`src/sv/jmsw_pkg.sv`:
```
// Package for the JPEG marker segment walker: phase and event codes, tag constants, tag check.
package jmsw_pkg;

  // Walk phases
  typedef enum logic [2:0] {
    PH_SOI_FIRST   = 3'd0,
    PH_SOI_SECOND  = 3'd1,
    PH_PAIR_FIRST  = 3'd2,
    PH_PAIR_SECOND = 3'd3,
    PH_LEN_HIGH    = 3'd4,
    PH_LEN_LOW     = 3'd5,
    PH_SKIP        = 3'd6,
    PH_STOPPED     = 3'd7
  } phase_t;

  // Result event codes
  typedef enum logic [2:0] {
    EV_BUSY     = 3'd0,
    EV_START_OK = 3'd1,
    EV_NOT_JPEG = 3'd2,
    EV_SEGMENT  = 3'd3,
    EV_STOPPED  = 3'd4,
    EV_BAD_LEN  = 3'd5,
    EV_IGNORED  = 3'd6
  } event_t;

  // Marker bytes
  localparam logic [7:0] MARK_PREFIX = 8'hFF;
  localparam logic [7:0] TAG_SOI     = 8'hD8;
  localparam logic [7:0] TAG_EOI     = 8'hD9;
  localparam logic [7:0] TAG_APP_LO  = 8'hE0;
  localparam logic [7:0] TAG_APP_HI  = 8'hEF;
  localparam logic [7:0] TAG_DQT     = 8'hDB;
  localparam logic [7:0] TAG_SOF0    = 8'hC0;
  localparam logic [7:0] TAG_DHT     = 8'hC4;
  localparam logic [7:0] TAG_SOS     = 8'hDA;

  localparam int unsigned OUT_BYTES  = 6;

  // Result payload, last field in the lowest bits
  typedef struct packed {
    logic [15:0] segment_length;
    logic [7:0]  pair_second;
    logic [7:0]  pair_first;
    logic [7:0]  marker_code;
    event_t      event_res;
  } result_t;

  // True for a tag that opens a segment with a length field
  function automatic logic known_tag(input logic [7:0] t);
    logic hit;
    hit = (t == TAG_SOI) || (t == TAG_EOI) || (t == TAG_DQT) ||
          (t == TAG_SOF0) || (t == TAG_DHT) || (t == TAG_SOS) ||
          ((t >= TAG_APP_LO) && (t <= TAG_APP_HI));
    return hit;
  endfunction

endpackage

```
`src/sv/jpeg_marker_segment_walker.sv`:
```
// Top level: walks JPEG marker segments one byte per transfer, one result per byte.
//
//  channel | dir | tdata                      | tuser          | rate
//  s_*     | in  | [7:0] data_byte            | start_of_file  | 1 byte / cycle
//  m_*     | out | event, tag, pair, length   | -              | 1 result / cycle
//
// Each accepted byte is decoded against the walk state in the same cycle and its
// result is loaded into the output register, one byte per cycle sustained while
// m_tready stays high. The output register is the only stage; a byte is taken whenever
// that register is empty or is being drained in the same cycle.
// Reset returns the walk to expect the first start byte and empties the output.
// A stall on m_tready holds the result and deasserts s_tready until it drains.
module jpeg_marker_segment_walker (
  input  logic        clk,
  input  logic        rst,
  input  logic        s_tvalid,
  output logic        s_tready,
  input  logic [7:0]  s_tdata,   // [7:0] data_byte
  input  logic        s_tuser,   // [0] start_of_file
  output logic        m_tvalid,
  input  logic        m_tready,
  // [2:0] event_res, [10:3] marker_code, [18:11] pair_first,
  // [26:19] pair_second, [42:27] segment_length, [47:43] zero
  output logic [8*jmsw_pkg::OUT_BYTES-1:0] m_tdata
);
  import jmsw_pkg::*;

  localparam int unsigned PadBits = 8 * OUT_BYTES - $bits(result_t);

  phase_t      phase, phase_next;
  logic [7:0]  held_byte, held_byte_next;
  logic [7:0]  current_tag, current_tag_next;
  logic [7:0]  length_high, length_high_next;
  logic [15:0] skip_count, skip_count_next;
  result_t     result, result_next;
  logic        accept;
  phase_t      phase_eff;
  logic [15:0] full_len;
  logic [15:0] skip_dec;

  assign s_tready = !m_tvalid || m_tready;
  assign accept   = s_tvalid && s_tready;
  assign m_tdata  = {{PadBits{1'b0}}, result};
  assign full_len = {length_high, s_tdata};
  assign skip_dec = (skip_count != 16'd0) ? (skip_count - 16'd1) : skip_count;

  // Walk state register
  always_ff @(posedge clk) begin
    if (rst) begin
      phase       <= PH_SOI_FIRST;
      held_byte   <= 8'd0;
      current_tag <= 8'd0;
      length_high <= 8'd0;
      skip_count  <= 16'd0;
    end else if (accept) begin
      phase       <= phase_next;
      held_byte   <= held_byte_next;
      current_tag <= current_tag_next;
      length_high <= length_high_next;
      skip_count  <= skip_count_next;
    end
  end

  // Decode one byte against the walk state
  always_comb begin
    phase_eff        = s_tuser ? PH_SOI_FIRST : phase;
    phase_next       = phase_eff;
    held_byte_next   = held_byte;
    current_tag_next = current_tag;
    length_high_next = length_high;
    skip_count_next  = skip_count;
    result_next      = '0;
    result_next.event_res = EV_BUSY;
    unique case (phase_eff)
      PH_SOI_FIRST: begin
        held_byte_next = s_tdata;
        phase_next     = PH_SOI_SECOND;
      end
      PH_SOI_SECOND: begin
        if (held_byte == MARK_PREFIX && s_tdata == TAG_SOI) begin
          result_next.event_res = EV_START_OK;
          phase_next            = PH_PAIR_FIRST;
        end else begin
          result_next.event_res   = EV_NOT_JPEG;
          result_next.pair_first  = held_byte;
          result_next.pair_second = s_tdata;
          phase_next              = PH_STOPPED;
        end
      end
      PH_PAIR_FIRST: begin
        held_byte_next = s_tdata;
        phase_next     = PH_PAIR_SECOND;
      end
      PH_PAIR_SECOND: begin
        if (held_byte == MARK_PREFIX && known_tag(s_tdata)) begin
          current_tag_next = s_tdata;
          phase_next       = PH_LEN_HIGH;
        end else begin
          result_next.event_res   = EV_STOPPED;
          result_next.pair_first  = held_byte;
          result_next.pair_second = s_tdata;
          phase_next              = PH_STOPPED;
        end
      end
      PH_LEN_HIGH: begin
        length_high_next = s_tdata;
        phase_next       = PH_LEN_LOW;
      end
      PH_LEN_LOW: begin
        result_next.marker_code = current_tag;
        if (full_len < 16'd2) begin
          result_next.event_res = EV_BAD_LEN;
          phase_next            = PH_STOPPED;
        end else begin
          result_next.event_res      = EV_SEGMENT;
          result_next.segment_length = full_len - 16'd2;
          skip_count_next            = full_len - 16'd2;
          phase_next = (full_len == 16'd2) ? PH_PAIR_FIRST : PH_SKIP;
        end
      end
      PH_SKIP: begin
        skip_count_next = skip_dec;
        if (skip_dec == 16'd0) begin
          phase_next = PH_PAIR_FIRST;
        end
      end
      PH_STOPPED: begin
        result_next.event_res = EV_IGNORED;
      end
      default: begin
        result_next.event_res = EV_IGNORED;
        phase_next            = PH_STOPPED;
      end
    endcase
  end

  // Output register: load on transfer in, drop on transfer out
  always_ff @(posedge clk) begin
    if (rst) begin
      m_tvalid <= 1'b0;
    end else if (accept) begin
      m_tvalid <= 1'b1;
    end else if (m_tready) begin
      m_tvalid <= 1'b0;
    end
  end

  always_ff @(posedge clk) begin
    if (accept) begin
      result <= result_next;
    end
  end

  // A skip phase always has bytes left to skip
  a_skip_nonzero: assert property (@(posedge clk) disable iff (rst)
    phase == PH_SKIP |-> skip_count != 16'd0)
    else $error("skip phase with zero count");

  // An accepted byte always leaves a result waiting
  a_accept_fills: assert property (@(posedge clk) disable iff (rst)
    accept |=> m_tvalid)
    else $error("accepted byte produced no result");

  // A start mark always restarts at the second start byte
  a_start_restart: assert property (@(posedge clk) disable iff (rst)
    (accept && s_tuser) |=> phase == PH_SOI_SECOND)
    else $error("start of file did not restart the walk");

  // Tag field is only set for segment and bad length results
  a_tag_only_seg: assert property (@(posedge clk) disable iff (rst)
    (m_tvalid && result.event_res != EV_SEGMENT && result.event_res != EV_BAD_LEN)
      |-> result.marker_code == 8'd0)
    else $error("tag reported with wrong event");

  // Length field is only set for segment results
  a_len_only_seg: assert property (@(posedge clk) disable iff (rst)
    (m_tvalid && result.event_res != EV_SEGMENT) |-> result.segment_length == 16'd0)
    else $error("length reported with wrong event");

endmodule

```
`config.mk`:
```
export PLATFORM = sky130hd
export DESIGN_NAME = jpeg_marker_segment_walker
export DESIGN_NICKNAME = d
export VERILOG_FILES = /design/src/sv/jmsw_pkg.sv /design/src/sv/jpeg_marker_segment_walker.sv
export SDC_FILE = /design/constraint.sdc
export NUM_CORES = 1
export LEC_CHECK = 0
export BUFFER_PORTS_ARGS = -buffer_cell sky130_fd_sc_hd__buf_2
export CAP_MARGIN = 20
export CORE_AREA = 2 2 141 115
export DETAILED_ROUTE_END_ITERATION = 8
export DIE_AREA = 0 0 143 117
export MAX_ROUTING_LAYER = met4
export PLACE_DENSITY = 0.58
export SYNTH_ARGS = -nofsm -noshare
export SYNTH_HDL_FRONTEND = slang
export SYNTH_SLANG_ARGS = --single-unit
```
`constraint.sdc`:
```
create_clock -name clk -period 8.1 [get_ports clk]
set_input_delay 0.81 -clock clk [delete_from_list [all_inputs] [get_ports clk]]
set_output_delay 0.81 -clock clk [all_outputs]
set_load 0.02 [all_outputs]
```
==> impl_metrics.py <==
metrics = {
    "status": {
        "status": "complete, no violations",
    },
    "setup_path": {
        "r2r_slack_ps": 5550,
        "cp.arrival_ps": 2790,
        "crit_path_end_kind": "register",
        "crit_required_ps": 8340,
        "worstPathMaxFanout": 14,
        "reg2reg_to": "skip_count[4]$_SDFFE_PP0P_",
        "critPathLaunch": "skip_count[0]$_SDFFE_PP0P_",
        "reg2reg_depth": 7,
        "crit_path_start_kind": "register",
        "rr_startpoint": "skip_count[0]$_SDFFE_PP0P_",
        "worstSetupPathType": "reg2reg",
    },
    "power_and_ir_drop": {
        "vdd.ir_drop.worst_mv": 0.08789,
        "powerDensity_nw_per_um2": 196.6,
        "power_mw": 1.024,
        "p_leak_nw": 2.050,
    },
    "clock_tree": {
        "cts_resized": 0,
        "htreeDepth": 3,
        "ctsHoldBuffers": 0,
        "clkLatencyLatePin_ps": 340,
        "clk_path_buf_depth": 2,
        "cts_buffers": 9,
        "post_cts_buffers": 0,
        "cts_tree": "built",
        "clk_transition_reported_paths_ps": 70,
        "cts_sinks": 87,
        "cts_root_buf": "clkbuf_16",
    },
    "logic_synthesis": {
        "syn_area_per_cell_sq_um": 10.29,
        "async_reset_ff_frac": 0,
        "synth_warnings": 0,
        "synth_cells": 439,
        "synth_top_cell_by_area": "edfxtp_1",
        "synthesis.area_sq_um": 4518,
        "seq_area_frac_synth": 0.4808,
        "synth_cell_types": 73,
        "synth_enable_flop_cells": 43,
        "yosysTopAreaCellShare": 0.2858,
        "synthTopCellsByArea": "edfxtp_1 (29%), dfxtp_1 (19%), mux2i_1 (4.9%)",
        "synth_flop_cell": "dfxtp_1",
        "ys_seq_elements": 87,
    },
    "finish": {
        "nNetsFinal": 491,
        "area_growth_pct": 15.34,
        "nFillCells": 1568,
        "multiInputGateArea_sq_um": 2117,
        "drive_above_1_share": 0.2063,
        "regArea_sq_um": 2172,
        "diodes": 0,
        "final_area_sq_um": 5211,
    },
    "placed_design": {
        "gp_congestion": 0.8897,
        "portBuffers": 57,
        "dp_hpwl_um": 8495,
        "place_area_sq_um": 4903,
    },
    "route": {
        "drt-initial-drc-count": 254,
        "wl_um": 11930,
        "detail-route-antenna-nets": 0,
        "drc": 0,
        "routedWlPerCell_um": 17.17,
        "firstDrtPassIters": 5,
        "via_per_inst": 5.132,
        "vias": 3567,
    },
    "grt": {
        "antenna_found_initial": 0,
        "grt_start_max_net_pins": 53,
        "grt_pass1_vias": 3331,
        "overflow": 0,
        "grt_pass1_wl_um": 18690,
        "grt_util_all_layers": 0.1504,
    },
    "hold_path": {
        "hold_path_class": "reg2reg",
        "min_from": "current_tag[7]$_SDFFE_PP0P_",
        "hold_path_depth": 2,
        "min_to": "current_tag[7]$_SDFFE_PP0P_",
    },
    "timing": {
        "period_needed_ps": 2551,
        "hold_viol": 0,
        "max_freq_mhz": 392.0,
        "finalCritPeriodShare": 0.3149,
        "finalSetupTns_ps": 0,
        "relSlewSlack": 0.4524,
        "setup_viol": 0,
        "worst_pin_slew_ps": 821.4,
        "finClkSkew_ps": 9.663,
        "slew_viol_final": 0,
        "rsz0062_at_grt": "false",
    },
    "run": {
        "cap_violations": 0,
    },
    "floorplan": {
        "core_sq_um": 15440,
        "die_y_um": 117,
        "initial_utilization": 0.2926,
        "die_w_um": 143,
        "ios": 63,
        "rows": 41,
        "die-area_sq_um": 16730,
    },
}
final cells by class:
class,instances,share of cell area
clock buffers,10,0.04586
well taps,215,0.05162
multi-input cells,305,0.4062
flip-flops and latches,87,0.4168
clock inverters,6,0.01321
inverters,14,0.01008
repair buffers,58,0.05618
synth_stat cells (3+ instances only):
master and number:
nand2_1 13, o22ai_1 4, nand3_1 7, a21oi_1 13, nor4_1 8, clkbuf_1 17
edfxtp_1 43, nand2b_1 7, dfxtp_1 44, inv_1 13, a211oi_1 5, nor4b_1 3
and3_1 7, or3_1 4, ha_1 3, a32o_1 6, a31oi_1 4, nor3_1 15
o32ai_1 6, mux2i_1 22, buf_6 3, o21ai_0 8, a22oi_1 3, nor4_2 3
nand4_1 8, o21ai_1 5, buf_2 9, buf_4 5, o32a_1 3, xor2_1 6
and2_1 7, nor2_1 54, xnor2_1 15, nor3b_1 14
cells by family after synthesis:
| family | after synthesis | synth area share |
|---|---|---|
| compound gates | 79 | 0.1310 |
| xor+xnor | 21 | 0.04071 |
| fa+ha+maj | 3 | 0.008309 |
| buf+inv | 51 | 0.05428 |
| flops | 87 | 0.4808 |
| mux | 22 | 0.04874 |
| other cells | 1 | 0.0008300 |
| simple gates | 175 | 0.2354 |
cells in the final DEF (no fill, tap or decap), types with 3 or more instances in the layout:
cell type,count
buf_2,57
nor2_1,54
dfxtp_1,44
edfxtp_1,43
mux2i_1,22
nor3_1,15
xnor2_1,15
nor3b_1,14
inv_1,13
a21oi_1,13
nand2_1,13
clkbuf_16,9
nor4_1,8
nand4_1,8
o21ai_0,8
nand2b_1,7
and3_1,7
nand3_1,7
and2_1,6
xor2_1,6
o32ai_1,6
a32o_1,6
o21ai_1,5
a211oi_1,5
conb_1,5
or3_1,4
a31oi_1,4
o22ai_1,4
nor4b_1,3
nor4_2,3
o32a_1,3
a22oi_1,3
ha_1,3
power breakdown:
part           internal (mW)  leakage, nW  total (mW)  switching, mW
logic                 0.0361         1.11       0.111         0.0745
clock network          0.249        0.149       0.424          0.175
registers              0.478        0.793       0.489         0.0112
worst max-delay path, stage by stage (launching register included):
cell,delay (ps)
dfxtp_1,380
inv_1,130
ha_1,330
nor4b_4,510
nand4_4,230
o21ai_4,420
o21ai_0,150
a32o_1,280
worst max path at each step:
stage                                             end  slack, ps
after floorplan           length_high[0]$_SDFFE_PP0P_       4270
after global placement    length_high[6]$_SDFFE_PP0P_       5310
after detailed placement  length_high[4]$_SDFFE_PP0P_       5200
after CTS                 length_high[4]$_SDFFE_PP0P_       5550
after global routing            phase[2]$_SDFFE_PP0P_       5380
final                      skip_count[4]$_SDFFE_PP0P_       5550
registers in the layout, summed over array words and instances, names as in the netlist:
register     count
phase            3
held_byte        8
m_tvalid         1
skip_count      16
length_high      8
current_tag      8
m_tdata         43
layer usage:
layer / wire [um] / vias to the layer above / GRT usage
li1: - / 1692 / -
met1: 5797 / 1731 / 0.2111
met2: 5001 / 130 / 0.2073
met3: 953 / 14 / 0.04353
met4: 178 / 0 / 0.04818
met5: 0 / - / -
through the flow:
stage          hold slack [ps]    util  setup WS [ps]  instances
3_5_place_dp             452.6  0.3176           5200        679
3_3_place_gp             445.9  0.3176           5313        679
5_1_grt                  498.3  0.3375           5379        695
6_report                 465.7  0.3375           5549        695
2_1_floorplan            432.1       -           4269        443
4_1_cts                  462.3  0.3375           5551        695
Power figures use the tool's default switching activity.
